==> src/rtl/assert_macros.svh <==
// ----------------------------------------------------------------------------
// assert_macros.svh
// Clocked assertion shorthands shared by the obstacle search RTL.
// ----------------------------------------------------------------------------
`ifndef ASSERT_MACROS_SVH
`define ASSERT_MACROS_SVH

// same-cycle implication
`define ASSERT_IMPLIES(label, clk, rst_n, ante, cons, msg) \
    label: assert property (@(posedge clk) disable iff (!rst_n) (ante) |-> (cons)) \
        else $error(msg);

// next-cycle implication
`define ASSERT_NEXT(label, clk, rst_n, ante, cons, msg) \
    label: assert property (@(posedge clk) disable iff (!rst_n) (ante) |=> (cons)) \
        else $error(msg);

// invariant
`define ASSERT_ALWAYS(label, clk, rst_n, prop, msg) \
    label: assert property (@(posedge clk) disable iff (!rst_n) (prop)) \
        else $error(msg);

`endif

==> src/rtl/onir_pkg.sv <==
// ----------------------------------------------------------------------------
// onir_pkg
// Types and constants of the nearest obstacle search block.
// ----------------------------------------------------------------------------
package onir_pkg;

    localparam int MAX_OBSTACLES_DEF = 64;
    localparam int KEEP_NEAREST_DEF  = 3;

    localparam int COORD_W = 16;
    localparam int PROD_W  = 2 * COORD_W;
    localparam int DIST_W  = PROD_W + 1;
    localparam int ID_W    = 6;
    localparam int COUNT_W = 7;
    localparam int CFG_W   = 16;

    localparam logic OP_LOAD  = 1'b0;
    localparam logic OP_QUERY = 1'b1;

    localparam logic REG_SEARCH_RADIUS  = 1'b0;
    localparam logic REG_OBSTACLE_COUNT = 1'b1;

    localparam logic [1:0] DU_LIMIT = 2'd0;
    localparam logic [1:0] DU_X     = 2'd1;
    localparam logic [1:0] DU_Y     = 2'd2;

    typedef struct packed {
        logic                      operation;
        logic [ID_W-1:0]           entry_index;
        logic signed [COORD_W-1:0] obstacle_x;
        logic signed [COORD_W-1:0] obstacle_y;
        logic [COORD_W-1:0]        obstacle_radius;
        logic signed [COORD_W-1:0] position_x;
        logic signed [COORD_W-1:0] position_y;
    } in_item_t;

    typedef struct packed {
        logic                      found;
        logic [ID_W-1:0]           near_id;
        logic signed [COORD_W-1:0] near_x;
        logic signed [COORD_W-1:0] near_y;
        logic [COORD_W-1:0]        near_radius;
        logic                      last;
    } out_item_t;

    typedef struct packed {
        logic signed [COORD_W-1:0] x;
        logic signed [COORD_W-1:0] y;
        logic [COORD_W-1:0]        radius;
    } entry_t;

    typedef struct packed {
        logic [DIST_W-1:0]         dist_sq;
        logic signed [COORD_W-1:0] x;
        logic signed [COORD_W-1:0] y;
        logic [COORD_W-1:0]        radius;
    } cand_t;

    typedef struct packed {
        logic       en;
        logic [1:0] mode;
    } du_ctrl_t;

endpackage

==> src/rtl/onir_table.sv <==
// ----------------------------------------------------------------------------
// onir_table
// Obstacle table: one write port, one registered read port.
// ----------------------------------------------------------------------------
module onir_table #(
    parameter int DEPTH = onir_pkg::MAX_OBSTACLES_DEF,
    parameter int AW    = (DEPTH > 1) ? $clog2(DEPTH) : 1
) (
    input  logic             clk,
    input  logic             wr_en,
    input  logic [AW-1:0]    wr_addr,
    input  onir_pkg::entry_t wr_data,
    input  logic             rd_en,
    input  logic [AW-1:0]    rd_addr,
    output onir_pkg::entry_t rd_data
);

    onir_pkg::entry_t mem [DEPTH];
    onir_pkg::entry_t rd_data_reg;

    always_ff @(posedge clk)
    begin
        if (wr_en)
        begin
            mem[wr_addr] <= wr_data;
        end
    end

    always_ff @(posedge clk)
    begin
        if (rd_en)
        begin
            rd_data_reg <= mem[rd_addr];
        end
    end

    assign rd_data = rd_data_reg;

endmodule

==> config.mk <==
export PLATFORM = sky130hd
export DESIGN_NAME = onir_table
export DESIGN_NICKNAME = d
export VERILOG_FILES = /design/src/rtl/assert_macros.svh /design/src/rtl/onir_pkg.sv /design/src/rtl/onir_table.sv
export SDC_FILE = /design/constraint.sdc
export NUM_CORES = 2
export LEC_CHECK = 0
export CORE_AREA = 3 3 516 518
export CTS_CLUSTER_SIZE = 14
export DETAILED_ROUTE_END_ITERATION = 12
export DIE_AREA = 0 0 519 521
export DONT_BUFFER_PORTS = 1
export PLACE_DENSITY = 0.58
export SLEW_MARGIN = 20
export SYNTH_ARGS = -nofsm -noshare
export SYNTH_HDL_FRONTEND = slang
export SYNTH_SLANG_ARGS = --single-unit
==> constraint.sdc <==
create_clock -name clk -period 10.7 [get_ports clk]
set_input_delay 1.07 -clock clk [delete_from_list [all_inputs] [get_ports clk]]
set_output_delay 1.07 -clock clk [all_outputs]
set_load 0.05 [all_outputs]
======== Word-level counts from Yosys, hierarchy flattened ========
Memory sizes are Yosys's and may differ from the RTL's. A register that Yosys moved wholly into a read port is not among the register bits.
Cells that the tools add are included.
word-level totals
  bits in registers ....................... 0
  RAM bits ................................ 3072
  input bits .............................. 63
  output and inout bits ................... 48
  memories ................................ 1
operators by class
  mux-type cells .......................... 2
memory list
  name  words  width  rd ports  clocked after Yosys merged registers in  wr ports  line              RTL
  mem   64     48     1         1                                        1         onir_table.sv:18  onir_pkg::entry_t mem [DEPTH];
operators by type and width
  cell     count
  $mux W1  2

======== Logic depth before layout (Yosys ltp) ========
  depth in word-level cells ............... 2
  depth in mapped cells ................... 9
  depth with buffers taken out ............ 5

======== Worst setup path before layout ========
Ideal clock, no wire load.
  path kind ............................... in2reg
  from .................................... input port wr_addr[3]
  to ...................................... memory mem[48][0] in the netlist's numbering, enable pin
  arrival ................................. 4842 ps
  setup slack ............................. 5345 ps
  stages on the path ...................... 4
  buffers on the path ..................... 1
  cells stage by stage .................... clkbuf_1 nor2b_1 nand4b_1 nor3_1
RTL lines
  element      line              RTL
  from (decl)  onir_table.sv:11  input logic [AW-1:0] wr_addr,
  to (decl)    onir_table.sv:18
Straight into the memory's write port.

==> impl_metrics.toml <==
[outcome]
status = "finished, violations left"
violations = "max-slew violations"

[detailed_routing]
ant_nets = 0
vias = 56384
wl_mm = 333
detailedRoute.firstPassIterationCount = 5
drtIter0Drc = 8717
drt-wirelength-per-cell_um = 37.4
viasPerCell = 6.33
drc_errors = 0

[sta]
drv_slew = 38
rsz0062_at_grt = "false"
setup_viol = 0
setup_tns_ns = 0
finClkSkew_ns = 0.0608
finalCritPeriodShare_pct = 39.5
tightest_slew_ns = 1.56
fmax_mhz = 236
relSlewSlack_pct = -4.05
hold_violations = 0
finalCriticalPeriod_ns = 4.23

[pwr]
clkPwrFrac_pct = 42.7
cellPowerDensity_nw_per_um2 = 191
switching_share_pct = 20.1
vdd_ir_drop_max_v = 0.000169
internal_power_mw = 20.2
leakagePower_nw = 40.4
p_comb_share_pct = 3.3
seqPwrFrac_pct = 54.0
p_switching_mw = 5.10

[worst_setup_path]
required_ns = 11.34
rr_worst_depth = 4
r2r_slack_ns = 8.16
r2r-start = "mem[11][32]"
crit_arrival_ns = 4.87
r2r-end = "rd_data[32]"
start_kind = "input port"
worstPathMaxFanout = 144
crit_type = "in2reg"
critical_path.endpoint = "rd_data[36]"
worst_setup_path_end_kind = "flop"
critPathLaunch = "rd_addr[0]"

[global_routing]
grtUsageMet3_pct = 4.77
grt_use_met2_pct = 39.2
track_usage_pct = 24.4
antenna_found_initial = 19
top_usage_layer = "met2"
overflow = 0
grt_pass1_wl_mm = 460
first_global_vias = 56191
use_met1_pct = 34.2
grt_max_degree = 531

[clock_network]
cts_max_level = 5
cts_hold_buf = 0
cts-buffers-inserted = 329
cts_buffer_depth = 4
clkTransAtPathRegs_ns = 0.06
cts_setup_buffers = 0
clkLatencyLatePin_ns = 0.94
cts-resized-gates = 0
cts_tree = "yes"
clock-root-buffer = "clkbuf_16"
cts_sinks = 3120

[layout]
drive_gt1_share_pct = 26.3
final_common_cell = "edfxtp_1"
fin_cells = 8906
largest_reg_flops = 3072
nNetsFinal = 5221
most-common-layout-cells = "3120 x edfxtp_1, 754 x mux4_2, 336 x clkbuf_16"
area_growth_pct = 12.5
fillerInstances = 20617

[logic_synthesis]
ys_ff_latch = 3120
syn_area_sq_um = 118000
yosysUniqueCellTypes = 35
avgSynthCellArea_sq_um = 23.7
yosysSeqAreaShare_pct = 79.7
ys.flop_type = "edfxtp_1"
ys_async_sr_fraction_pct = 0
yosys_warnings = 0
syn_nets = 5033
synth_edf_count = 3120
synth_cells = 4970

[floorplanning]
die_w_um = 519
row_count = 188
start_util_pct = 44.9
dieArea_sq_um = 270000
ioPinCount = 111
die_h_um = 521
coreArea_sq_um = 262000

[placement]
gp_congestion = 0.776
place_inst = 8341
hpwl_mm = 174
port_buffers = 0

[worst_hold_path]
hold_path.class = "in2reg"

[job]
maxCapViolCount = 0
[kinds of logic after synthesis]
family | Yosys count | share of synthesized area, %
flip-flops | 3120 | 79.7
multiplexers | 829 | 15.1
AO/OA/AOI/OAI | 486 | 3.01
buffers and inverters | 282 | 1.27
AND/OR/NAND/NOR | 253 | 0.953
[area by class of cell]
type	count	area [sq um]	share of cell area [%]
Clock buffer	401	8650	6.54
Tap cell	3515	4400	3.32
Sequential cell	3120	93700	70.8
Timing Repair Buffer	139	1290	0.974
Clock inverter	160	1330	1.00
Multi-Input combinational cell	1568	23000	17.4
Antenna cell	3	7.51	0.00567
[power by group through the flow]
stage,clock (mW),sequential [mW],combinational (mW)
after floorplan,0,13.9,0.647
after global placement,0,13.9,0.835
after detailed placement,0,13.9,0.842
after CTS,11.0,13.7,0.844
after global routing,11.4,13.7,0.884
final,10.8,13.7,0.846
[per-stage QoR]
| step | setup WS (ns) | cell area [sq um] | total power [mW] | utilization [%] | hold slack [ns] |
|---|---|---|---|---|---|
| detailed placement | 5.42 | 122000 | 14.8 | 46.7 | 0.835 |
| global route | 6.14 | 132000 | 26.0 | 50.5 | 0.162 |
| CTS | 6.37 | 132000 | 25.5 | 50.5 | 0.165 |
| finish | 6.47 | 132000 | 25.3 | 50.5 | 0.223 |
| global placement | 4.98 | 122000 | 14.8 | 46.6 | 0.859 |
| floorplan | 5.35 | 118000 | 14.6 | - | 0.787 |
[worst min path at each step]
stage | start | end | slack, ns | cells past startpoint
2_1_floorplan | mem[58][36] | rd_data[36] | 0.79 | 4
3_3_place_gp | mem[59][36] | rd_data[36] | 0.86 | 4
3_5_place_dp | mem[58][36] | rd_data[36] | 0.83 | 4
4_1_cts | wr_data[3] | mem[4][3] | 0.17 | 0
5_1_grt | wr_data[3] | mem[7][3] | 0.16 | 0
6_report | wr_data[3] | mem[7][3] | 0.22 | 0
[critical path, cell delays in order]
cell	delay, ns
buf_16	0.18
buf_16	0.33
buf_16	0.39
buf_16	0.48
buf_16	0.76
mux4_2	0.61
mux2i_1	0.22
nor2_1	0.09
a311o_1	0.32
and3_1	0.16
[cells in the mapped netlist, types with 12 or more instances]
cell type / instances / area, sq um
a22oi_1: 72 / 541
nor2b_1: 24 / 150
buf_4: 62 / 465
nand2_1: 55 / 206
mux4_2: 754 / 17000
edfxtp_1: 3120 / 93700
mux2i_1: 63 / 631
clkbuf_1: 98 / 368
a22o_1: 57 / 499
a211oi_1: 32 / 240
o22ai_1: 122 / 763
a221oi_1: 83 / 727
buf_1: 12 / 45.0
mux2_2: 12 / 135
nor2_1: 132 / 495
o221ai_1: 28 / 245
buf_2: 98 / 490
a21oi_1: 74 / 370
[routing by layer]
layer | wire length (um) | share of wire (%)
met4 | 10800 | 3.3
met5 | 68 | 0.020
met3 | 30600 | 9.2
met1 | 130000 | 39
met2 | 161000 | 48
(Power assumes the default switching activity.)
