--- src/rtl/assert_macros.svh ---
// ----------------------------------------------------------------------------
// assert_macros.svh
// Clocked assertion shorthands shared by the obstacle search RTL.
// ----------------------------------------------------------------------------
`ifndef ASSERT_MACROS_SVH
`define ASSERT_MACROS_SVH

// same-cycle implication
`define ASSERT_IMPLIES(label, clk, rst_n, ante, cons, msg) \
    label: assert property (@(posedge clk) disable iff (!rst_n) (ante) |-> (cons)) \
        else $error(msg);

// next-cycle implication
`define ASSERT_NEXT(label, clk, rst_n, ante, cons, msg) \
    label: assert property (@(posedge clk) disable iff (!rst_n) (ante) |=> (cons)) \
        else $error(msg);

// invariant
`define ASSERT_ALWAYS(label, clk, rst_n, prop, msg) \
    label: assert property (@(posedge clk) disable iff (!rst_n) (prop)) \
        else $error(msg);

`endif

--- src/rtl/onir_pkg.sv ---
// ----------------------------------------------------------------------------
// onir_pkg
// Types and constants of the nearest obstacle search block.
// ----------------------------------------------------------------------------
package onir_pkg;

    localparam int MAX_OBSTACLES_DEF = 64;
    localparam int KEEP_NEAREST_DEF  = 3;

    localparam int COORD_W = 16;
    localparam int PROD_W  = 2 * COORD_W;
    localparam int DIST_W  = PROD_W + 1;
    localparam int ID_W    = 6;
    localparam int COUNT_W = 7;
    localparam int CFG_W   = 16;

    localparam logic OP_LOAD  = 1'b0;
    localparam logic OP_QUERY = 1'b1;

    localparam logic REG_SEARCH_RADIUS  = 1'b0;
    localparam logic REG_OBSTACLE_COUNT = 1'b1;

    localparam logic [1:0] DU_LIMIT = 2'd0;
    localparam logic [1:0] DU_X     = 2'd1;
    localparam logic [1:0] DU_Y     = 2'd2;

    typedef struct packed {
        logic                      operation;
        logic [ID_W-1:0]           entry_index;
        logic signed [COORD_W-1:0] obstacle_x;
        logic signed [COORD_W-1:0] obstacle_y;
        logic [COORD_W-1:0]        obstacle_radius;
        logic signed [COORD_W-1:0] position_x;
        logic signed [COORD_W-1:0] position_y;
    } in_item_t;

    typedef struct packed {
        logic                      found;
        logic [ID_W-1:0]           near_id;
        logic signed [COORD_W-1:0] near_x;
        logic signed [COORD_W-1:0] near_y;
        logic [COORD_W-1:0]        near_radius;
        logic                      last;
    } out_item_t;

    typedef struct packed {
        logic signed [COORD_W-1:0] x;
        logic signed [COORD_W-1:0] y;
        logic [COORD_W-1:0]        radius;
    } entry_t;

    typedef struct packed {
        logic [DIST_W-1:0]         dist_sq;
        logic signed [COORD_W-1:0] x;
        logic signed [COORD_W-1:0] y;
        logic [COORD_W-1:0]        radius;
    } cand_t;

    typedef struct packed {
        logic       en;
        logic [1:0] mode;
    } du_ctrl_t;

endpackage

--- src/rtl/onir_rank.sv ---
// ----------------------------------------------------------------------------
// onir_rank
// Sorted list of the nearest candidates, one insertion per cycle.
// ----------------------------------------------------------------------------
`include "assert_macros.svh"

module onir_rank #(
    parameter int KEEP  = onir_pkg::KEEP_NEAREST_DEF,
    parameter int IDX_W = onir_pkg::ID_W
) (
    input  logic                 clk,
    input  logic                 rst_n,
    input  logic                 clear,
    input  logic                 insert,
    input  onir_pkg::cand_t      cand,
    input  logic [IDX_W-1:0]     cand_idx,
    output onir_pkg::cand_t      best [KEEP],
    output logic [IDX_W-1:0]     best_idx [KEEP],
    output logic [KEEP-1:0]      valid
);

    onir_pkg::cand_t    best_reg [KEEP];
    onir_pkg::cand_t    best_next [KEEP];
    logic [IDX_W-1:0]   idx_reg [KEEP];
    logic [IDX_W-1:0]   idx_next [KEEP];
    logic [KEEP-1:0]    valid_reg;
    logic [KEEP-1:0]    valid_next;
    logic [KEEP-1:0]    ins;
    logic [KEEP-1:0]    ins_prev;
    logic [KEEP:0]      valid_inc;

    // later candidates carry higher indexes, so full ties never move ahead
    function automatic logic goes_before(onir_pkg::cand_t a, onir_pkg::cand_t b);
        logic r;
        if (a.dist_sq != b.dist_sq)
            r = a.dist_sq < b.dist_sq;
        else if (a.x != b.x)
            r = a.x < b.x;
        else
            r = a.y < b.y;
        return r;
    endfunction

    always_comb
    begin
        for (int j = 0; j < KEEP; j++)
        begin
            ins[j] = !valid_reg[j] || goes_before(cand, best_reg[j]);
        end
        ins_prev   = ins << 1;
        valid_next = valid_reg | (ins & ((valid_reg << 1) | KEEP'(1)));
        best_next  = best_reg;
        idx_next   = idx_reg;
        for (int j = 0; j < KEEP; j++)
        begin
            if (ins[j] && !ins_prev[j])
            begin
                best_next[j] = cand;
                idx_next[j]  = cand_idx;
            end
        end
        for (int j = 1; j < KEEP; j++)
        begin
            if (ins[j] && ins_prev[j])
            begin
                best_next[j] = best_reg[j-1];
                idx_next[j]  = idx_reg[j-1];
            end
        end
    end

    always_ff @(posedge clk or negedge rst_n)
    begin
        if (!rst_n)
        begin
            valid_reg <= '0;
        end
        else if (clear)
        begin
            valid_reg <= '0;
        end
        else if (insert)
        begin
            valid_reg <= valid_next;
        end
    end

    always_ff @(posedge clk)
    begin
        if (insert && !clear)
        begin
            best_reg <= best_next;
            idx_reg  <= idx_next;
        end
    end

    assign best     = best_reg;
    assign best_idx = idx_reg;
    assign valid    = valid_reg;

    assign valid_inc = {1'b0, valid_reg} + {{KEEP{1'b0}}, 1'b1};

    `ASSERT_ALWAYS(a_valid_packed, clk, rst_n, $onehot(valid_inc), "rank valid bits not packed")

endmodule

--- config.mk ---
export PLATFORM = sky130hd
export DESIGN_NAME = onir_rank
export DESIGN_NICKNAME = d
export VERILOG_FILES = /design/src/rtl/onir_pkg.sv /design/src/rtl/onir_rank.sv
export VERILOG_INCLUDE_DIRS = /design/src /design/src/rtl
export SDC_FILE = /design/constraint.sdc
export NUM_CORES = 1
export LEC_CHECK = 0
export CAP_MARGIN = 20
export CORE_AREA = 3 3 251 253
export DETAILED_ROUTE_END_ITERATION = 10
export DIE_AREA = 0 0 254 256
export DONT_BUFFER_PORTS = 1
export MAX_ROUTING_LAYER = met4
export SLEW_MARGIN = 20
export SYNTH_ARGS = -nofsm -noshare
export SYNTH_HDL_FRONTEND = slang
export SYNTH_SLANG_ARGS = --single-unit
export TNS_END_PERCENT = 10
--- constraint.sdc ---
create_clock -name clk -period 6.76 [get_ports clk]
set_input_delay 1.014 -clock clk [delete_from_list [all_inputs] [get_ports clk]]
set_output_delay 1.014 -clock clk [all_outputs]
set_load 0.02 [all_outputs]
== Yosys cells after proc, flatten, opt, wreduce, memory -nomap -nowiden ==
Cells that the tools add are included.
Word-level totals
  register bits after elaboration: 264
  input bits: 91
  output and inout bits: 264
Operators by class
  magnitude comparators: 9
  eq/ne operators: 6
  multiplexer cells: 16
  bitwise logic cells: 2
  reductions and logical operators: 20
Operators by type and width (count)
  $mux 81: 4
  $lt 33x33->1: 3
  $ne 33x33->1: 3
  $lt 16x16->1: 6
  $ne 16x16->1: 3
  $mux 6: 4
  $logic_not 1->1: 6
  $mux 1: 6
  $mux 3: 2
  $reduce_and 2->1: 3
  $reduce_bool 2->1: 3
  $logic_and 1x1->1: 5
  $and 3x3->3: 1
  $logic_or 1x1->1: 3
  $or 3x3->3: 1

== Depth between registers and ports, before layout ==
Gate-level depths: netlist of the first run.
  depth in word-level cells: 8
  mapped depth: 12
  gate-level depth less buffers: 10

== Least setup slack after synthesis of the first run ==
OpenSTA, ideal clock, no wires.
  kind: input to register
  from: input port cand[37] in the netlist's numbering
  to: register best_reg, in the netlist best[0], enable pin
  library setup time: 0.561 ns
  arrival time: 6.664 ns
  data required time: 6.199 ns
  path slack: -0.465 ns
  stages on the path: 8
  buffers on the path: 0
  path through: ha_1 > a21o_1 > a21o_1 > a221o_1 > a31oi_1 > o21a_1 > o311ai_2 > a21oi_1
Between the ends
  cells in the longest elaborated chain, start to end: 8
RTL lines
  from (decl): RTL line onir_rank.sv:15  | input onir_pkg::cand_t cand,
  $lt 16x16->1 or $ne 16x16->1 (tied branches): RTL line onir_rank.sv:38, onir_rank.sv:37
  $mux 1: RTL line onir_rank.sv:37  | else if (a.x != b.x)
  $mux 1: RTL line onir_rank.sv:35  | if (a.dist_sq != b.dist_sq)
  $logic_or 1x1->1: RTL line onir_rank.sv:48  | ins[j] = !valid_reg[j] || goes_before(cand, best_reg[j]);
  $logic_not 1->1: RTL line onir_rank.sv:56  | if (ins[j] && !ins_prev[j])
  $logic_and 1x1->1: RTL line onir_rank.sv:56
  $reduce_bool 2->1 (no source line) *
  $reduce_and 2->1 (no source line) *
  to (signal assigned): RTL line onir_rank.sv:92  | best_reg <= best_next;
  to (decl): RTL line onir_rank.sv:22  | onir_pkg::cand_t best_reg [KEEP];
Mark *: on every way between the ends. The rest lies on a longest branch, timed or not.
A chain may end at the register's enable or synchronous reset.

==> flow_summary.rst, run 1 <==
.. list-table::
   :header-rows: 1

   * - Metric
     - Value
   * - Vertical die dimension
     - 256 um
   * - Antenna violations before repair
     - 1
   * - Core area
     - ~61000 um^2
   * - Post-Syn Area
     - approximately 15000 um^2
   * - Buffer and inverter count on the worst path
     - 2
   * - Average cell area after synthesis
     - 13.0 um^2
   * - Commonest cells in the netlist
     - edfxtp_1, inv_1, ha_1
   * - LEAKAGE
     - 7.12 nW
   * - Capture point of the critical path
     - best[94]
   * - Count of antenna-violating nets left after detailed routing
     - 0
   * - Maximum fanout along the worst path
     - 53
   * - Die W
     - 254 um
   * - Filler cell count in the final layout
     - 6251
   * - Clock transition time at the flip-flop clock pins of the worst setup and hold paths
     - about 70 ps
   * - Final Util
     - around 28%
   * - # hold bufs at CTS
     - 0
   * - Cells along the critical path
     - inv_1, ha_1, nand4_1, nor4_1, and4_1, a21oi_1, o21ai_1, o2111ai_2, a21oi_4, buf_12, mux2_2
   * - Length of the first detailed-routing pass in iterations
     - 5
   * - Classification of the worst-slack hold path
     - in2async
   * - Slowest stage cell, crit path
     - a21oi_4
   * - Skew-Pair Late Insertion Delay
     - ~540 ps
   * - Detail-routed via count per cell
     - approximately 4.7
   * - TritonCTS clock tree
     - yes
   * - Deepest level of the CTS H-tree
     - 2
   * - Routed via count
     - 9469
   * - Post-Route Setup TNS
     - 0 ps
   * - # port buffers
     - 0
   * - Number of flip-flops in the largest register
     - around 240
   * - Overflow after GRT
     - 0
   * - Share of cells above drive strength 1
     - roughly 17%
   * - Via count of the first global-routing pass
     - roughly 10000
   * - Cell with the most instances after synthesis
     - edfxtp_1
   * - Starting density of the core
     - 24.8%
   * - DIE AREA
     - between 60000 and 70000 um^2
   * - Number of hold-slack violations in the final timing report
     - 0
   * - Highest attainable clock frequency
     - about 0.23 GHz
   * - Part of the Yosys area used for sequential elements
     - between 50% and 60%
   * - Endpoint class of the critical path
     - flip-flop
   * - Critical setup path kind
     - reg2reg
   * - Largest net degree at the start of global routing
     - 88
   * - Internal reg-to-reg setup slack
     - roughly 2400 ps
   * - Number of buffers added for setup after CTS
     - 0
   * - Gpl congestion
     - between 0.8 and 0.9
   * - Iteration-0 DRC count of the detailed router
     - approximately 600
   * - Routed length per instance
     - approximately 23 um
   * - Number of sinks on the clock net
     - roughly 260
   * - Net count reported at finish
     - ~1500
   * - Worst r2r dst
     - best[94]
   * - Cts bufs inserted
     - 34
   * - Largest cells by area after synthesis
     - edfxtp_1, ha_1, mux2_2, inv_1, mux2_4
   * - Post-synthesis async set-or-reset flop share
     - around 1.1%
   * - Top cell type's share of synthesized area
     - 51.7%
   * - Post_cts resized
     - 0
   * - Number of standard-cell rows in the floorplan
     - 91
   * - Relative max-transition margin
     - about two fifths
   * - Ys Warns
     - 0
   * - Final count of pins violating max slew
     - 0
   * - Design Power
     - 4.33 mW
   * - Count of flip-flops with a built-in enable after synthesis
     - ~260
   * - Net count after synthesis
     - between 1000 and 1500
   * - Status
     - finished, final reports clean
   * - Req. time, crit path
     - around 7100 ps
   * - Count of unique library cells instantiated by Yosys
     - 52
   * - Gate count of the mapped netlist
     - approximately 1200
   * - Highest ir drop seen on vdd
     - 0.182 mV
   * - DRT Wirelength
     - about 45000 um
   * - Total power density per cell area
     - approximately 250 nW/um^2
   * - Critical path startpoint
     - best[127]
   * - RSZ-0062 raised after global routing
     - false
   * - Maximum capacitance violations
     - 0
   * - Dominant register cell in the synthesized netlist
     - edfxtp_1
   * - Cell at the root of the clock tree
     - clkbuf_16
   * - Total routing resource utilization after global routing
     - between 10% and 20%
   * - Buffers from clock root to sink, at most
     - 3
   * - Count of boundary I/O pins
     - 355
   * - Measured slew at the worst slew-check pin
     - approximately 870 ps
   * - DR DRC count
     - 0
   * - Arrival time reported for the critical path endpoint
     - around 4700 ps
   * - Area overhead of the layout relative to synthesis
     - 13.3%
   * - Clock Skews
     - 27.3 ps
   * - Fraction of the cycle the final worst path needs
     - around two thirds
   * - CP startpoint kind
     - flip-flop
   * - Global-route wire length before repair
     - ~66000 um
   * - Count of final setup violators
     - 0
   * - Synthesis-stage register bit count
     - around 260
   * - Cell accounting for the most synthesized area
     - edfxtp_1
   * - DP HPWL
     - 34300 um
   * - Worst hold slack after final layout
     - about 170 ps
   * - Max incr delay on CP
     - roughly 780 ps
   * - Clock period minus final worst setup slack
     - between 4000 and 5000 ps
   * - Worst r2r path cells
     - 11
   * - Crit. path cell count
     - 11
   * - Origin of the critical flop-to-flop path
     - best[127]
   * - Gate family responsible for the most delay along the worst path
     - compound AO/OA/AOI/OAI gates
## cells in the final DEF (no fill, tap or decap), drive strengths merged, types with 2 or more instances in the layout
cell	n
edfxtp	261
inv	196
ha	192
mux2	175
a21oi	59
nand2	41
clkbuf	41
nor2	35
o21ai	32
nand4	28
a21o	24
nand3	17
buf	12
clkinv	11
nor2b	8
a211oi	8
nor3	8
o211ai	7
nand2b	5
a221oi	5
o21a	5
a211o	5
o21bai	4
and4	4
o31ai	4
clkinvlp	4
a31oi	3
nor4	3
or3	3
dfrtp	3
a2111oi	2
o2111ai	2
## cells by family (layout without fill, tap and decap cells)
group,after synthesis,in the layout,synth area share (%)
flip-flops,264,264,52.2
buffers and inverters,213,265,5.88
adder cells (fa/ha/maj),192,192,15.8
multiplexers,175,175,13.7
AO/OA/AOI/OAI,167,167,7.14
AND/OR/NAND/NOR,158,158,5.22
other,0,1,0
## power breakdown
group,switching (mW),internal (mW)
logic,0.274,0.229
clock network,0.731,0.985
registers,0.183,1.92
total,1.19,3.14
## per-stage QoR
stage          area (um^2)  worst slack, ps  instances
3_3_place_gp         16200             1880       1953
2_1_floorplan        15200             -405       1169
4_1_cts              17200             2190       2011
6_report             17200             2370       2012
3_5_place_dp         16200             1770       1953
5_1_grt              17200             2020       2011
## layout make-up
cell class / count / area (um^2) / area share, %
inverters: 195 / 732 / 4.26
flip-flops and latches: 264 / 7910 / 46.0
well taps: 790 / 988 / 5.75
clock buffers: 41 / 898 / 5.23
multi-input cells: 692 / 6400 / 37.3
repair buffers: 12 / 128 / 0.743
clock inverters: 17 / 123 / 0.713
diodes: 1 / 2.50 / 0.0146
## per-layer routing
metal	vias up	GRT usage, %	wire length [um]
met5	-	-	0
met4	0	4.09	1130
met3	69	5.23	4270
met2	336	22.9	21900
met1	4679	15.9	18100
li1	4385	-	-
## worst min path at each step
| stage | startpoint | slack [ps] | endpoint |
|---|---|---|---|
| final | rst_n | 170 | valid[1] |
| after global routing | rst_n | 130 | valid[1] |
| after CTS | rst_n | 130 | valid[1] |
| after detailed placement | rst_n | 720 | valid[0] |
| after global placement | rst_n | 720 | valid[2] |
| after floorplan | valid[2] | 610 | valid[2] |
Note: power is estimated with default switching activity, not from simulation.
==> run 2: changes to the inputs <==
==> constraint.sdc (replaced) <==
create_clock -name clk -period 4.15 [get_ports clk]
set_input_delay 0.6225 -clock clk [delete_from_list [all_inputs] [get_ports clk]]
set_output_delay 0.6225 -clock clk [all_outputs]
set_load 0.02 [all_outputs]
==> run 2 against run 1 <==
Against the previous run:
- flip-flop and latch count unchanged
- die area unchanged
- combinational power up 69%
- count of clock-buffer cells in the layout unchanged
- global-route usage down 0.19 points
==> flow_summary.rst, run 2 (same netlist as run 1, synthesis figures left out) <==
.. list-table::
   :header-rows: 1

   * - Metric
     - Value
   * - Status
     - finished, final reports clean
   * - Clock Skews
     - 38.3 ps (+11.0 ps)
   * - Antenna violations before repair
     - 1 (unchanged)
   * - Total power density per cell area
     - 404 nW/um^2 (+60%)
   * - Share of total power consumed by net switching
     - 27.6% (+0.17 points)
   * - Cts bufs inserted
     - 34 (unchanged)
   * - Length of the first detailed-routing pass in iterations
     - 4 (-1)
   * - Internal portion of total power
     - 5.08 mW (+62%)
   * - TritonCTS clock tree
     - yes
   * - Relative max-transition margin
     - 60.8% (+19 points)
   * - Skew-Pair Late Insertion Delay
     - 540 ps (about the same)
   * - Number of flip-flops in the largest register
     - 243 (unchanged)
   * - Measured slew at the worst slew-check pin
     - 585 ps (-283 ps)
   * - Clock power frac
     - 39.2% (-0.5 points)
   * - Count of antenna-violating nets left after detailed routing
     - 0 (unchanged)
   * - Number of hold-slack violations in the final timing report
     - 0 (unchanged)
   * - Core area
     - 61300 um^2 (unchanged)
   * - Cell at the root of the clock tree
     - clkbuf_16
   * - Share of cells above drive strength 1
     - 18.6% (+1.2 points)
   * - DRT Wirelength
     - 44900 um (-1.1%)
   * - Buffers from clock root to sink, at most
     - 3 (unchanged)
   * - Number of stages on the worst hold path
     - 1
   * - Die W
     - 254 um (unchanged)
   * - Highest ir drop seen on vdd
     - 0.237 mV (+31%)
   * - Count of boundary I/O pins
     - 355 (unchanged)
   * - DIE AREA
     - 65000 um^2 (unchanged)
   * - Most common cell after layout, fill and taps aside
     - edfxtp_1
   * - Worst r2r path cells
     - 10 (-1)
   * - Power share of the combinational group
     - 12.1% (+0.5 points)
   * - Endpoint class of the critical path
     - flip-flop
   * - Internal reg-to-reg setup slack
     - 260 ps (-2110 ps)
   * - Starting density of the core
     - 24.8% (unchanged)
   * - Worst r2r dst
     - best[7]
   * - Detail-routed via count per cell
     - 4.65 (-1.1%)
   * - # port buffers
     - 0 (unchanged)
   * - Global-route wire length before repair
     - 65300 um (-1.2%)
   * - Commonest cells after routing, fill and taps aside
     - edfxtp_1, inv_1, ha_1
   * - Req. time, crit path
     - 4430 ps (-2620 ps)
   * - Routed length per instance
     - 22.1 um (-2.0%)
   * - RSZ-0062 raised after global routing
     - false
   * - Classification of the worst-slack hold path
     - in2reg
   * - Deepest level of the CTS H-tree
     - 2 (unchanged)
   * - Maximum fanout along the worst path
     - 46 (-13%)
   * - Arrival time reported for the critical path endpoint
     - 4170 ps (-510 ps)
   * - Origin of the critical flop-to-flop path
     - best[145]
   * - Maximum capacitance violations
     - 0 (unchanged)
   * - DP HPWL
     - 33900 um (-1.2%)
   * - Number of buffers added for setup after CTS
     - 0 (unchanged)
   * - Final count of pins violating max slew
     - 0 (unchanged)
   * - Switching pwr
     - 1.94 mW (+63%)
   * - Largest net degree at the start of global routing
     - 71 (-19%)
   * - Area overhead of the layout relative to synthesis
     - 14.6%
   * - Worst-case hold path end point
     - valid[0]
   * - Highest attainable clock frequency
     - 0.257 GHz (+13%)
   * - Number of sinks on the clock net
     - 264 (unchanged)
   * - DR DRC count
     - 0 (unchanged)
   * - Relative contribution of sequential cells to total power
     - 48.7% (about the same)
   * - Vertical die dimension
     - 256 um (unchanged)
   * - Fraction of the cycle the final worst path needs
     - 93.7% (+29 points)
   * - Routed via count
     - 9446 (-0.24%)
   * - Hold Path Origin
     - clear
   * - Net count reported at finish
     - 1497 (+1.0%)
   * - Filler cell count in the final layout
     - 6171 (-1.3%)
   * - Final Util
     - 28.4% (+0.30 points)
   * - Design Power
     - 7.01 mW (+62%)
   * - Critical setup path kind
     - reg2reg
   * - Count of final setup violators
     - 0 (unchanged)
   * - Via count of the first global-routing pass
     - 9774 (-1.8%)
   * - Number of standard-cell rows in the floorplan
     - 91 (unchanged)
   * - Clock period minus final worst setup slack
     - 3890 ps (-503 ps)
   * - Overflow after GRT
     - 0 (unchanged)
   * - Total routing resource utilization after global routing
     - 13.8% (-0.19 points)
   * - CP startpoint kind
     - flip-flop
   * - LEAKAGE
     - 7.23 nW (+1.5%)
   * - Gpl congestion
     - 0.803 (-3.5%)
   * - Iteration-0 DRC count of the detailed router
     - 611 (+2.3%)
   * - Clock transition time at the flip-flop clock pins of the worst setup and hold paths
     - 60 ps (about the same)
## run 2: changes by cell type in the layout (fill, tap and decap cells not counted), moves of 2 or more
cell	delta
clkinv_2	+4
buf_12	+6
buf_4	+8
clkinvlp_4	-2
## run 2: worst max path at each step
stage,from,to,slack (ps),cells after the start
after floorplan,cand[48],best[100],-760,9
after global placement,cand[64],best[3],230,9
after detailed placement,cand[64],best[7],200,9
after CTS,best[145],best[7],180,10
after global routing,best[145],best[7],100,10
final,best[145],best[7],260,10
## run 2: per-stage QoR
step / hold WS [ps] / std cells / setup TNS (ps) / setup WS (ps) / cell area [um^2]
finish: 140 / 2030 / 0 / 262 / 17400
global route: 103 / 2029 / 0 / 104 / 17400
CTS: 93.9 / 2028 / 0 / 184 / 17400
detailed placement: 328 / 1967 / 0 / 199 / 16300
global placement: 328 / 1967 / 0 / 228 / 16300
floorplan: 327 / 1169 / -110180 / -763 / 15200
## run 2: area by class of cell
| cell class | count | area [um^2] | area share, % |
|---|---|---|---|
| Multi-Input combinational cell | 692 | 6410 | 36.9 |
| Clock inverter | 19 | 111 | 0.641 |
| Sequential cell | 264 | 7910 | 45.5 |
| Timing Repair Buffer | 27 | 318 | 1.83 |
| Inverter | 195 | 732 | 4.21 |
| Antenna cell | 2 | 5.00 | 0.0288 |
| Clock buffer | 41 | 898 | 5.17 |
| Tap cell | 790 | 988 | 5.69 |
## run 2: metal layers
metal / part of all wire (%) / global-route usage [%] / routed length, um
met1: 40 / 15.7 / 18200
met5: 0 / - / 0
met3: 9.5 / 5.46 / 4260
met2: 47 / 22.3 / 21200
met4: 2.7 / 4.22 / 1230
## run 2: critical path, stage by stage (launching register included)
cell and delay, ps:
edfxtp_1 530, inv_1 90, ha_1 300, nand4_1 270, nor3_2 370, nand2_1 150, nor2_1 320, o2111ai_2 360
a22oi_4 350, buf_12 300, mux2_2 400
## run 2: power groups by stage
stage | clock network (mW) | registers [mW] | logic, mW
finish | 2.75 | 3.42 | 0.852
global route | 2.95 | 3.43 | 0.957
CTS | 2.85 | 3.42 | 0.867
detailed placement | 0 | 3.48 | 0.861
global placement | 0 | 3.47 | 0.832
floorplan | 0 | 3.42 | 0.618
## run 2: repair_timing
item | in CTS | in global routing
gates resized for setup | 0 | 1
hold endpoints to repair | 3 | 0
endpoints found under the setup margin | 0 | 8
hold buffers | 1 | 0
