===== config.mk =====
export PLATFORM = sky130hd
export DESIGN_NAME = onir_dist_unit
export DESIGN_NICKNAME = d
export VERILOG_FILES = /design/src/rtl/assert_macros.svh /design/src/rtl/onir_pkg.sv /design/src/rtl/onir_dist_unit.sv
export SDC_FILE = /design/constraint.sdc
export NUM_CORES = 1
export LEC_CHECK = 0
export BUFFER_PORTS_ARGS = -buffer_cell sky130_fd_sc_hd__buf_4
export CAP_MARGIN = 30
export CORE_MARGIN = 2
export CORE_UTILIZATION = 34
export CTS_CLUSTER_DIAMETER = 120
export CTS_CLUSTER_SIZE = 25
export DETAILED_ROUTE_END_ITERATION = 10
export MAX_ROUTING_LAYER = met4
export PLACE_DENSITY = 0.58
export SLEW_MARGIN = 20
export SYNTH_ARGS = -nofsm -noshare
export SYNTH_HDL_FRONTEND = slang
export SYNTH_SLANG_ARGS = --single-unit
export TNS_END_PERCENT = 10

===== constraint.sdc =====
create_clock -name clk -period 30.9 [get_ports clk]
set_clock_uncertainty 0.05 [all_clocks]
set_input_delay 3.09 -clock clk [delete_from_list [all_inputs] [get_ports clk]]
set_output_delay 3.09 -clock clk [all_outputs]
set_load 0.005 [all_outputs]

===== src/rtl/assert_macros.svh =====
// ----------------------------------------------------------------------------
// assert_macros.svh
// Clocked assertion shorthands shared by the obstacle search RTL.
// ----------------------------------------------------------------------------
`ifndef ASSERT_MACROS_SVH
`define ASSERT_MACROS_SVH

// same-cycle implication
`define ASSERT_IMPLIES(label, clk, rst_n, ante, cons, msg) \
    label: assert property (@(posedge clk) disable iff (!rst_n) (ante) |-> (cons)) \
        else $error(msg);

// next-cycle implication
`define ASSERT_NEXT(label, clk, rst_n, ante, cons, msg) \
    label: assert property (@(posedge clk) disable iff (!rst_n) (ante) |=> (cons)) \
        else $error(msg);

// invariant
`define ASSERT_ALWAYS(label, clk, rst_n, prop, msg) \
    label: assert property (@(posedge clk) disable iff (!rst_n) (prop)) \
        else $error(msg);

`endif


===== src/rtl/onir_pkg.sv =====
// ----------------------------------------------------------------------------
// onir_pkg
// Types and constants of the nearest obstacle search block.
// ----------------------------------------------------------------------------
package onir_pkg;

    localparam int MAX_OBSTACLES_DEF = 64;
    localparam int KEEP_NEAREST_DEF  = 3;

    localparam int COORD_W = 16;
    localparam int PROD_W  = 2 * COORD_W;
    localparam int DIST_W  = PROD_W + 1;
    localparam int ID_W    = 6;
    localparam int COUNT_W = 7;
    localparam int CFG_W   = 16;

    localparam logic OP_LOAD  = 1'b0;
    localparam logic OP_QUERY = 1'b1;

    localparam logic REG_SEARCH_RADIUS  = 1'b0;
    localparam logic REG_OBSTACLE_COUNT = 1'b1;

    localparam logic [1:0] DU_LIMIT = 2'd0;
    localparam logic [1:0] DU_X     = 2'd1;
    localparam logic [1:0] DU_Y     = 2'd2;

    typedef struct packed {
        logic                      operation;
        logic [ID_W-1:0]           entry_index;
        logic signed [COORD_W-1:0] obstacle_x;
        logic signed [COORD_W-1:0] obstacle_y;
        logic [COORD_W-1:0]        obstacle_radius;
        logic signed [COORD_W-1:0] position_x;
        logic signed [COORD_W-1:0] position_y;
    } in_item_t;

    typedef struct packed {
        logic                      found;
        logic [ID_W-1:0]           near_id;
        logic signed [COORD_W-1:0] near_x;
        logic signed [COORD_W-1:0] near_y;
        logic [COORD_W-1:0]        near_radius;
        logic                      last;
    } out_item_t;

    typedef struct packed {
        logic signed [COORD_W-1:0] x;
        logic signed [COORD_W-1:0] y;
        logic [COORD_W-1:0]        radius;
    } entry_t;

    typedef struct packed {
        logic [DIST_W-1:0]         dist_sq;
        logic signed [COORD_W-1:0] x;
        logic signed [COORD_W-1:0] y;
        logic [COORD_W-1:0]        radius;
    } cand_t;

    typedef struct packed {
        logic       en;
        logic [1:0] mode;
    } du_ctrl_t;

endpackage


===== src/rtl/onir_dist_unit.sv =====
// ----------------------------------------------------------------------------
// onir_dist_unit
// Shared 16x16 squarer with accumulator: squared limit, then dx^2 + dy^2.
// ----------------------------------------------------------------------------
module onir_dist_unit (
    input  logic                               clk,
    input  onir_pkg::du_ctrl_t                 ctrl,
    input  logic [onir_pkg::COORD_W-1:0]       radius,
    input  logic signed [onir_pkg::COORD_W-1:0] pos_x,
    input  logic signed [onir_pkg::COORD_W-1:0] pos_y,
    input  onir_pkg::entry_t                   entry,
    output logic [onir_pkg::PROD_W-1:0]        limit,
    output logic [onir_pkg::DIST_W-1:0]        dist_sq
);

    localparam int CW = onir_pkg::COORD_W;
    localparam int PW = onir_pkg::PROD_W;

    logic signed [CW:0]               diff;
    logic signed [CW:0]               mag_wide;
    logic [CW-1:0]                    operand;
    logic [onir_pkg::PROD_W-1:0]      prod;
    logic [onir_pkg::PROD_W-1:0]      limit_reg;
    logic [onir_pkg::DIST_W-1:0]      dist_reg;

    always_comb
    begin
        diff = '0;
        unique case (ctrl.mode)
            onir_pkg::DU_X: diff = {entry.x[CW-1], entry.x} - {pos_x[CW-1], pos_x};
            onir_pkg::DU_Y: diff = {entry.y[CW-1], entry.y} - {pos_y[CW-1], pos_y};
            default:        diff = '0;
        endcase
        mag_wide = diff[CW] ? -diff : diff;
        operand  = (ctrl.mode == onir_pkg::DU_LIMIT) ? radius : mag_wide[CW-1:0];
        prod     = PW'(operand) * PW'(operand);
    end

    always_ff @(posedge clk)
    begin
        if (ctrl.en)
        begin
            unique case (ctrl.mode)
                onir_pkg::DU_LIMIT: limit_reg <= prod;
                onir_pkg::DU_X:     dist_reg  <= {1'b0, prod};
                onir_pkg::DU_Y:     dist_reg  <= dist_reg + {1'b0, prod};
                default:            dist_reg  <= dist_reg;
            endcase
        end
    end

    assign limit   = limit_reg;
    assign dist_sq = dist_reg;

endmodule


**Yosys cells after proc, flatten, opt, wreduce, memory -nomap -nowiden**

Cells that the tools add are included.

- Flip-flop bits (word level): 65
- Bits in latches: 0
- RAM bits: 0
- ROM bits: 0
- Logic and storage cells: 17
- Memories: 0

- Add/subtract/negate cells: 4
- $mul: 1
- Div/mod/pow operators: 0
- Order comparisons: 0
- Eq/ne operators: 2
- Shifts and indexed selects: 0
- Muxes and demuxes: 4
- Bitwise logic cells: 0
- Reduce and logical (&&, ||, !) cells: 4

Operator list:

| kind | number |
|---|---|
| case mux 33 bit (2 select lines) | 1 |
| case mux 17 bit (2 select lines) | 1 |
| subtractor 16 x 16 -> 17 bit | 2 |
| adder 33 x 32 -> 33 bit | 1 |
| multiplier 16 x 16 -> 32 bit | 1 |
| two-way mux 16 bit | 2 |
| negator 16 bit | 1 |
| AND reduction 2 bit | 2 |
| equality test 2 x 1 -> 1 bit (second input constant) | 1 |
| equality test 2 bit (second input constant) | 1 |
| zero test 2 bit | 1 |
| nonzero test 2 bit | 1 |

**Longest topological paths before layout**

Gate-level depths: netlist (run 1).

- Word-level depth: 8
- Mapped depth: 51
- Gate-level depth less buffers: 50

**Least setup slack after synthesis (run 1)**

No wires, ideal clock.

- Path type: input to register
- From: in entry[32] (netlist name)
- To: reg dist_reg (netlist bit dist_sq[31]) (data pin)
- Library setup time: 0.260 ns
- Arrival: 13.052 ns
- Path slack: 17.539 ns
- Stages: 45
- Buffers on the path: 1
- Cells stage by stage: inv_1 -> ha_1 -> fa_1 -> and2b_1 -> o221ai_1 -> a21o_1 -> a21oi_1 -> a41oi_1 -> a311oi_2 -> a21oi_1 -> xnor2_1 -> a22oi_1 -> clkbuf_1 -> nor2_1 -> fa_1 -> inv_1 -> fa_1 -> inv_1 -> (+9 left out) -> o2111a_1 -> o31a_1 -> o21ai_0 -> nand2b_1 -> a21oi_1 -> o21bai_1 -> a21oi_1 -> xnor2_1 -> ha_1 -> and3_1 -> nand3_1 -> nor4_1 -> nor3_1 -> nor3_1 -> a31oi_1 -> o21ai_0 -> xor2_1 -> mux2_2

- Word-level cells in the longest chain between the ends: 8

RTL lines:

| item | RTL line | text |
|---|---|---|
| start, declared | onir_dist_unit.sv:11 | `input onir_pkg::entry_t entry,` |
| subtractor 16 x 16 -> 17 bit (*) | onir_dist_unit.sv:30 | `onir_pkg::DU_X: diff = {entry.x[CW-1], entry.x} - {pos_x[CW-1], pos_x};` |
| case mux 17 bit (2 select lines) (*) | onir_dist_unit.sv:29 | `unique case (ctrl.mode)` |
| negator 16 bit | onir_dist_unit.sv:34 | `mag_wide = diff[CW] ? -diff : diff;` |
| two-way mux 16 bit (*) | onir_dist_unit.sv:34 |  |
| two-way mux 16 bit (*) | onir_dist_unit.sv:35 | `operand = (ctrl.mode == onir_pkg::DU_LIMIT) ? radius : mag_wide[CW-1:0];` |
| multiplier 16 x 16 -> 32 bit (*) | onir_dist_unit.sv:36 | `prod = PW'(operand) * PW'(operand);` |
| via prod (one bit) | onir_dist_unit.sv:22 | `logic [onir_pkg::PROD_W-1:0] prod;` |
| adder 33 x 32 -> 33 bit (*) | onir_dist_unit.sv:46 | `onir_pkg::DU_Y: dist_reg <= dist_reg + {1'b0, prod};` |
| case mux 33 bit (2 select lines) (*) | onir_dist_unit.sv:43 | `unique case (ctrl.mode)` |
| end signal, assigned | onir_dist_unit.sv:45 | `onir_pkg::DU_X: dist_reg <= {1'b0, prod};` |
| end signal, assigned | onir_dist_unit.sv:46 |  |
| end signal, assigned | onir_dist_unit.sv:47 | `default: dist_reg <= dist_reg;` |
| end, declared | onir_dist_unit.sv:24 | `logic [onir_pkg::DIST_W-1:0] dist_reg;` |

Mark *: on every way through the listed nets, which the timed path passes. The rest lies on a longest branch.
A chain may end at the register's enable or synchronous reset.

**Worst setup path in the final report (run 1)**

- From: in ctrl[0] (netlist name)
- To: reg dist_reg (netlist bit dist_sq[31]) (data pin)

- Word-level cells in the longest chain between the ends: 8
- Elaborated cells between the ends (all ways): 10
- Those cells by class: add/sub: 2; mul: 1; eq/ne: 2; mux: 4; reduce/logical: 1

RTL lines:

| item | RTL line | text |
|---|---|---|
| start, declared | onir_dist_unit.sv:7 | `input onir_pkg::du_ctrl_t ctrl,` |
| equality test 2 bit / equality test 2 x 1 -> 1 bit (equally long branches) | onir_dist_unit.sv:29 |  |
| case mux 17 bit (2 select lines) | onir_dist_unit.sv:29 |  |
| negator 16 bit | onir_dist_unit.sv:34 |  |
| two-way mux 16 bit | onir_dist_unit.sv:34 |  |
| two-way mux 16 bit (*) | onir_dist_unit.sv:35 |  |
| multiplier 16 x 16 -> 32 bit (*) | onir_dist_unit.sv:36 |  |
| via prod (one bit) | onir_dist_unit.sv:22 |  |
| adder 33 x 32 -> 33 bit (*) | onir_dist_unit.sv:46 |  |
| case mux 33 bit (2 select lines) (*) | onir_dist_unit.sv:43 |  |

Marked as above.

==> results of run 1 <==
## power groups by stage
stage	clock network [mW]	logic [mW]	registers, mW
2_1_floorplan	0	0.796	0.169
3_3_place_gp	0	1.03	0.172
3_5_place_dp	0	1.05	0.172
4_1_cts	0.116	1.06	0.170
5_1_grt	0.120	1.19	0.172
6_report	0.114	1.05	0.169
## cell usage after synthesis (10+ instances only)
cell type	instances
mux2_2	23
edfxtp_1	64
xor2_1	31
nor2_1	122
inv_1	285
nand2_1	92
xnor2_1	60
a31oi_1	17
fa_1	163
clkbuf_1	19
o21ai_0	33
o21a_1	15
a21oi_1	69
nand3_1	13
nor3_1	19
nor2b_1	11
o21bai_1	12
and3_1	12
a21o_1	39
a22oi_1	10
nand2b_1	17
ha_1	172
## worst register-to-register path, delay by kind of cell, from the launching register on
family / cells / cell delay, ns
AO/OA/AOI/OAI: 7 / 1.69
XOR/XNOR: 1 / 0.09
adder cells (fa/ha/maj): 1 / 0.36
flip-flops: 1 / 0.43
multiplexers: 1 / 0.26
AND/OR/NAND/NOR: 3 / 0.93
## logic make-up (layout without fill, tap and decap cells)
group	count (synthesis)	count (layout)	synth area share [%]
XOR/XNOR	91	91	6.01
other	1	1	0.0283
buffers and inverters	323	468	9.37
adder cells (fa/ha/maj)	335	335	40.8
AO/OA/AOI/OAI	283	283	15.2
multiplexers	27	27	2.25
AND/OR/NAND/NOR	337	337	11.8
flip-flops	64	64	14.5
## per-layer routing
metal,vias to the layer above,GRT usage (%)
li1,5146,-
met1,5131,21.7
met5,-,-
met2,232,29.5
met3,32,2.36
met4,0,3.26
## per-stage QoR
step	setup slack [ns]	hold slack, ns	cell area, um^2	total power, mW
floorplan	17.54	0.559	13300	0.965
global placement	15.42	0.583	15000	1.21
detailed placement	15.33	0.591	15000	1.23
CTS	15.64	0.610	15300	1.35
global route	14.78	0.616	15300	1.48
finish	15.66	0.604	15300	1.34
## path summary, 6_finish.rpt
check / start / to / cells past startpoint
setup / recovery: ctrl[0] / dist_sq[31]$_DFFE_PP_ / 47
hold / removal: dist_sq[32]$_SDFFCE_PN0P_ / dist_sq[32]$_SDFFCE_PN0P_ / 2
setup reg to reg: dist_sq[2]$_DFFE_PP_ / dist_sq[31]$_DFFE_PP_ / 13
hold reg to reg: dist_sq[32]$_SDFFCE_PN0P_ / dist_sq[32]$_SDFFCE_PN0P_ / 2
## cell type report
| class | count | area, um^2 | share of cell area (%) |
|---|---|---|---|
| clock buffers | 9 | 225 | 1.47 |
| clock inverters | 7 | 105 | 0.687 |
| inverters | 293 | 1110 | 7.24 |
| multi-input cells | 1074 | 10100 | 66.0 |
| flip-flops and latches | 64 | 1920 | 12.6 |
| well taps | 518 | 648 | 4.24 |
| repair buffers | 159 | 1190 | 7.80 |
==> flow_metrics.env, run 1 <==
export IMPL_vdd_ir_drop_max_mv=0.0788
export IMPL_synthTopCellsByArea="fa_1 (25%), ha_1 (16%), edfxtp_1 (14%)"
export IMPL_clockPowerShare_pct=8.5
export IMPL_avgSynthCellArea_um2=9.08
export IMPL_synth_warnings=0
export IMPL_final_core_util_pct=39.7
export IMPL_grt_pass1_vias=10823
export IMPL_cts_made_buffers=9
export IMPL_min_period_over_period_pct=49.3
export IMPL_switchingPower_mw=0.646
export IMPL_wl_per_cell_um=15.9
export IMPL_fp_coreArea_um2=38600
export IMPL_cts_sinks=64
export IMPL_diodes=0
export IMPL_post_cts_buffers=0
export IMPL_critPathLaunchType="input port"
export IMPL_hold_viol=0
export IMPL_seq_area_frac_synth_pct=14.5
export IMPL_cts_max_path_buffers=2
export IMPL_worst_pin_slew_ns=0.810
export IMPL_ctsHtreeMaxLevel=3
export IMPL_vias=10541
export IMPL_nets=2036
export IMPL_p_int_mw=0.690
export IMPL_top_layer="met4"
export IMPL_swShare_pct=48.3
export IMPL_die_x_um=202
export IMPL_synth_main_ff_cell="edfxtp_1"
export IMPL_route_met3_wl_mm=1.72
export IMPL_drc=0
export IMPL_crit_path_max_incr_delay_ns=0.66
export IMPL_synth_seq_cells=64
export IMPL_gp_congestion=0.898
export IMPL_pwr_share_comb_pct=78.8
export IMPL_slew_limit_headroom_pct=45.9
export IMPL_clk_latency_ns=0.34
export IMPL_nFillCells=3944
export IMPL_cts_resized=0
export IMPL_maxSlewViolCount=0
export IMPL_track_usage_pct=17.2
export IMPL_core_rowCount=72
export IMPL_seq_power_share_pct=12.7
export IMPL_cellPowerDensity_nw_per_um2=87.3
export IMPL_period_minus_slack_ns=15.24
export IMPL_final_cell_mix="inv_1 (285), ha_1 (171), fa_1 (163)"
export IMPL_grt_antenna_before_repair=0
export IMPL_dp_cells=2108
export IMPL_fin_tns_setup_ns=0
export IMPL_start_util_pct=34.4
export IMPL_cts_tree="yes"
export IMPL_cp_common_cell="inv_1"
export IMPL_portBuffers=147
export IMPL_grt_max_degree=54
export IMPL_maxCapViolCount=0
export IMPL_worstPathArrival_ns=15.28
export IMPL_synthArstFlopShare_pct=0
export IMPL_post_dp_hpwl_mm=28.2
export IMPL_max_freq_mhz=65.6
export IMPL_wl_met1_mm=14.8
export IMPL_ys_types=95
export IMPL_synth_top_cell_area_share_pct=24.6
export IMPL_synth_largest_area_cell="fa_1"
export IMPL_cts_clk_slew_worst_paths_ns=0.06
export IMPL_wl_mm=33.8
export IMPL_drt_iter0_markers=497
export IMPL_ff2ff_setup_slack_ns=26.84
export IMPL_dieArea_um2=40600
export IMPL_synth_edf_count=64
export IMPL_firstDrtPassIters=5
export IMPL_cp_end_kind="register"
export IMPL_area_growth_synth_to_final_pct=15.4
export IMPL_cp_max_fo=53
export IMPL_final_common_cell="inv_1"
export IMPL_grt_overflow_total=0
export IMPL_crit_required_ns=30.94
export IMPL_drive_above_1_share_pct=14.6
export IMPL_grt_pass1_wl_mm=54.8
export IMPL_p_leak_nw=7.84
export IMPL_syn_cell_area_um2=13300
export IMPL_syn_num_nets=1896
export IMPL_hp_class="reg2reg"
export IMPL_wl_met2_mm=16.8
export IMPL_slowest_stage="clkinv_1"
export IMPL_pin_count=165
export IMPL_antenna_left=0
export IMPL_setup_viol=0
export IMPL_path_buf_inv=10
export IMPL_fp_dieH_um=202
export IMPL_netlist_instances=1461
export IMPL_grt_setup_unrepaired="false"
export IMPL_largest_register_ffs=33
export IMPL_cts_root_buf="clkbuf_16"
export IMPL_critPathKind="in2reg"
export IMPL_cts_hold_buf=0
export IMPL_status="finished, final reports clean"
export IMPL_finalNonFillerCells=2124
export IMPL_critPathTopFamily="adder cells"
export IMPL_vias_per_cell=4.96
(Power assumes the default switching activity.)
==> run 2: changes to the inputs <==
==> constraint.sdc (replaced) <==
create_clock -name clk -period 14.9 [get_ports clk]
set_clock_uncertainty 0.05 [all_clocks]
set_input_delay 1.49 -clock clk [delete_from_list [all_inputs] [get_ports clk]]
set_output_delay 1.49 -clock clk [all_outputs]
set_load 0.005 [all_outputs]
==> run 2 against run 1 <==
Compared with the run above: first-iteration DRC count decreased by 25%; critical path type unchanged; count of clock-buffer cells in the layout unchanged; critical endpoint unchanged; worst hold slack got worse by 0.00094 ns; utilization about the same; largest cell class unchanged.
==> flow_metrics.env, run 2 (synthesis results as in run 1) <==
export IMPL_status="finished, final reports clean"
export IMPL_cellPowerDensity_nw_per_um2=180
export IMPL_seq_power_share_pct=12.8
export IMPL_vias_per_cell=4.95
export IMPL_critPathTopFamily="compound AO/OA/AOI/OAI gates"
export IMPL_grt_max_degree=53
export IMPL_die_x_um=202
export IMPL_final_common_cell="inv_1"
export IMPL_gp_congestion=0.909
export IMPL_final_cell_mix="inv_1 (285), ha_1 (171), fa_1 (163)"
export IMPL_slew_limit_headroom_pct=38.5
export IMPL_track_usage_pct=16.9
export IMPL_pin_count=165
export IMPL_cts_hold_buf=0
export IMPL_cts_resized=0
export IMPL_cts_sinks=64
export IMPL_grt_pass1_wl_mm=54.3
export IMPL_cts_clk_slew_worst_paths_ns=0.06
export IMPL_drc=0
export IMPL_p_int_mw=1.42
export IMPL_firstDrtPassIters=5
export IMPL_stdcell_area_um2=15300
export IMPL_grt_antenna_before_repair=1
export IMPL_drive_above_1_share_pct=14.7
export IMPL_vias=10536
export IMPL_start_util_pct=34.4
export IMPL_fp_dieH_um=202
export IMPL_largest_register_ffs=33
export IMPL_grt_setup_unrepaired="false"
export IMPL_worst_pin_slew_ns=0.922
export IMPL_area_growth_synth_to_final_pct=15.4
export IMPL_antenna_left=0
export IMPL_placed_area_um2=15000
export IMPL_cp_end_kind="register"
export IMPL_swShare_pct=48.6
export IMPL_slowest_stage="a311oi_2"
export IMPL_period_minus_slack_ns=13.26
export IMPL_maxCapViolCount=0
export IMPL_p_leak_nw=7.83
export IMPL_cp_common_cell="fa_1"
export IMPL_max_freq_mhz=75.4
export IMPL_switchingPower_mw=1.34
export IMPL_critPathKind="in2reg"
export IMPL_clockPowerShare_pct=7.9
export IMPL_hp_class="reg2reg"
export IMPL_nets=2039
export IMPL_post_dp_hpwl_mm=28.1
export IMPL_nFillCells=3956
export IMPL_vdd_ir_drop_max_mv=0.151
export IMPL_fin_tns_setup_ns=0
export IMPL_min_period_over_period_pct=89.0
export IMPL_post_cts_buffers=0
export IMPL_setup_viol=0
export IMPL_critPathLaunchType="input port"
export IMPL_hold_viol=0
export IMPL_maxSlewViolCount=0
export IMPL_grt_overflow_total=0
export IMPL_cts_tree="yes"
export IMPL_core_rowCount=72
export IMPL_crit_path_max_incr_delay_ns=0.66
export IMPL_worstPathArrival_ns=13.30
export IMPL_portBuffers=147
export IMPL_ctsHtreeMaxLevel=3
export IMPL_dieArea_um2=40600
export IMPL_crit_required_ns=14.94
export IMPL_wl_mm=33.7
export IMPL_drt_iter0_markers=374
export IMPL_cts_max_path_buffers=2
export IMPL_grt_pass1_vias=10856
export IMPL_cts_made_buffers=9
export IMPL_cp_max_fo=10
export IMPL_path_buf_inv=4
export IMPL_fp_coreArea_um2=38600
export IMPL_cts_root_buf="clkbuf_16"
export IMPL_wl_per_cell_um=15.8
export IMPL_clk_latency_ns=0.33
export IMPL_pwr_share_comb_pct=79.3
-- run 2: changes by cell type in the layout (fill, tap and decap cells not counted) --
cell | previous run | this run
buf_4 | 159 | 162
clkinvlp_4 | 1 | 3
bufinv_16 | 2 | 1
clkinv_4 | 4 | 3
diode_2 | 0 | 1
-- run 2: worst paths after layout --
path	startpoint	end	slack, ns	depth (start not counted)
setup / recovery	pos_x[0]	dist_sq[31]$_DFFE_PP_	1.64	44
hold / removal	dist_sq[32]$_SDFFCE_PN0P_	dist_sq[32]$_SDFFCE_PN0P_	0.60	2
hold reg to reg	dist_sq[32]$_SDFFCE_PN0P_	dist_sq[32]$_SDFFCE_PN0P_	0.60	2
setup reg to reg	dist_sq[2]$_DFFE_PP_	dist_sq[31]$_DFFE_PP_	10.87	13
-- run 2: layout make-up --
type | instances | area (um^2) | share of cell area, %
multi-input cells | 1074 | 10100 | 66.0
diodes | 1 | 2.50 | 0.0164
flip-flops and latches | 64 | 1920 | 12.6
repair buffers | 162 | 1220 | 7.95
inverters | 293 | 1110 | 7.24
well taps | 518 | 648 | 4.24
clock buffers | 9 | 225 | 1.47
clock inverters | 7 | 81.3 | 0.531
-- run 2: power groups by stage --
| stage | clock network, mW | logic [mW] | registers [mW] |
|---|---|---|---|
| floorplan | 0 | 1.65 | 0.351 |
| global placement | 0 | 2.15 | 0.356 |
| detailed placement | 0 | 2.18 | 0.357 |
| CTS | 0.221 | 2.20 | 0.353 |
| global route | 0.227 | 2.46 | 0.357 |
| finish | 0.218 | 2.18 | 0.352 |
-- run 2: worst min-delay path, stage by stage (launching register included) --
cell and delay (ns):
edfxtp_1 0.38, xnor2_1 0.09, nor2_1 0.08
-- run 2: layer usage --
layer | share of wire [%] | global-route usage, %
met1 | 44 | 21.4
met2 | 50 | 29.2
met3 | 4.8 | 2.15
met4 | 1.5 | 3.23
met5 | 0 | -
-- run 2: through the flow --
| stage | cells | util [%] | power, mW | hold slack [ns] | setup slack [ns] |
|---|---|---|---|---|---|
| after CTS | 2127 | 39.7 | 2.78 | 0.607 | 1.71 |
| after global routing | 2128 | 39.7 | 3.04 | 0.611 | 0.891 |
| after detailed placement | 2111 | 38.9 | 2.54 | 0.588 | 1.42 |
| after global placement | 2111 | 38.9 | 2.51 | 0.582 | 1.50 |
| final | 2128 | 39.7 | 2.75 | 0.603 | 1.64 |
| after floorplan | 1461 | - | 2.00 | 0.559 | 3.14 |
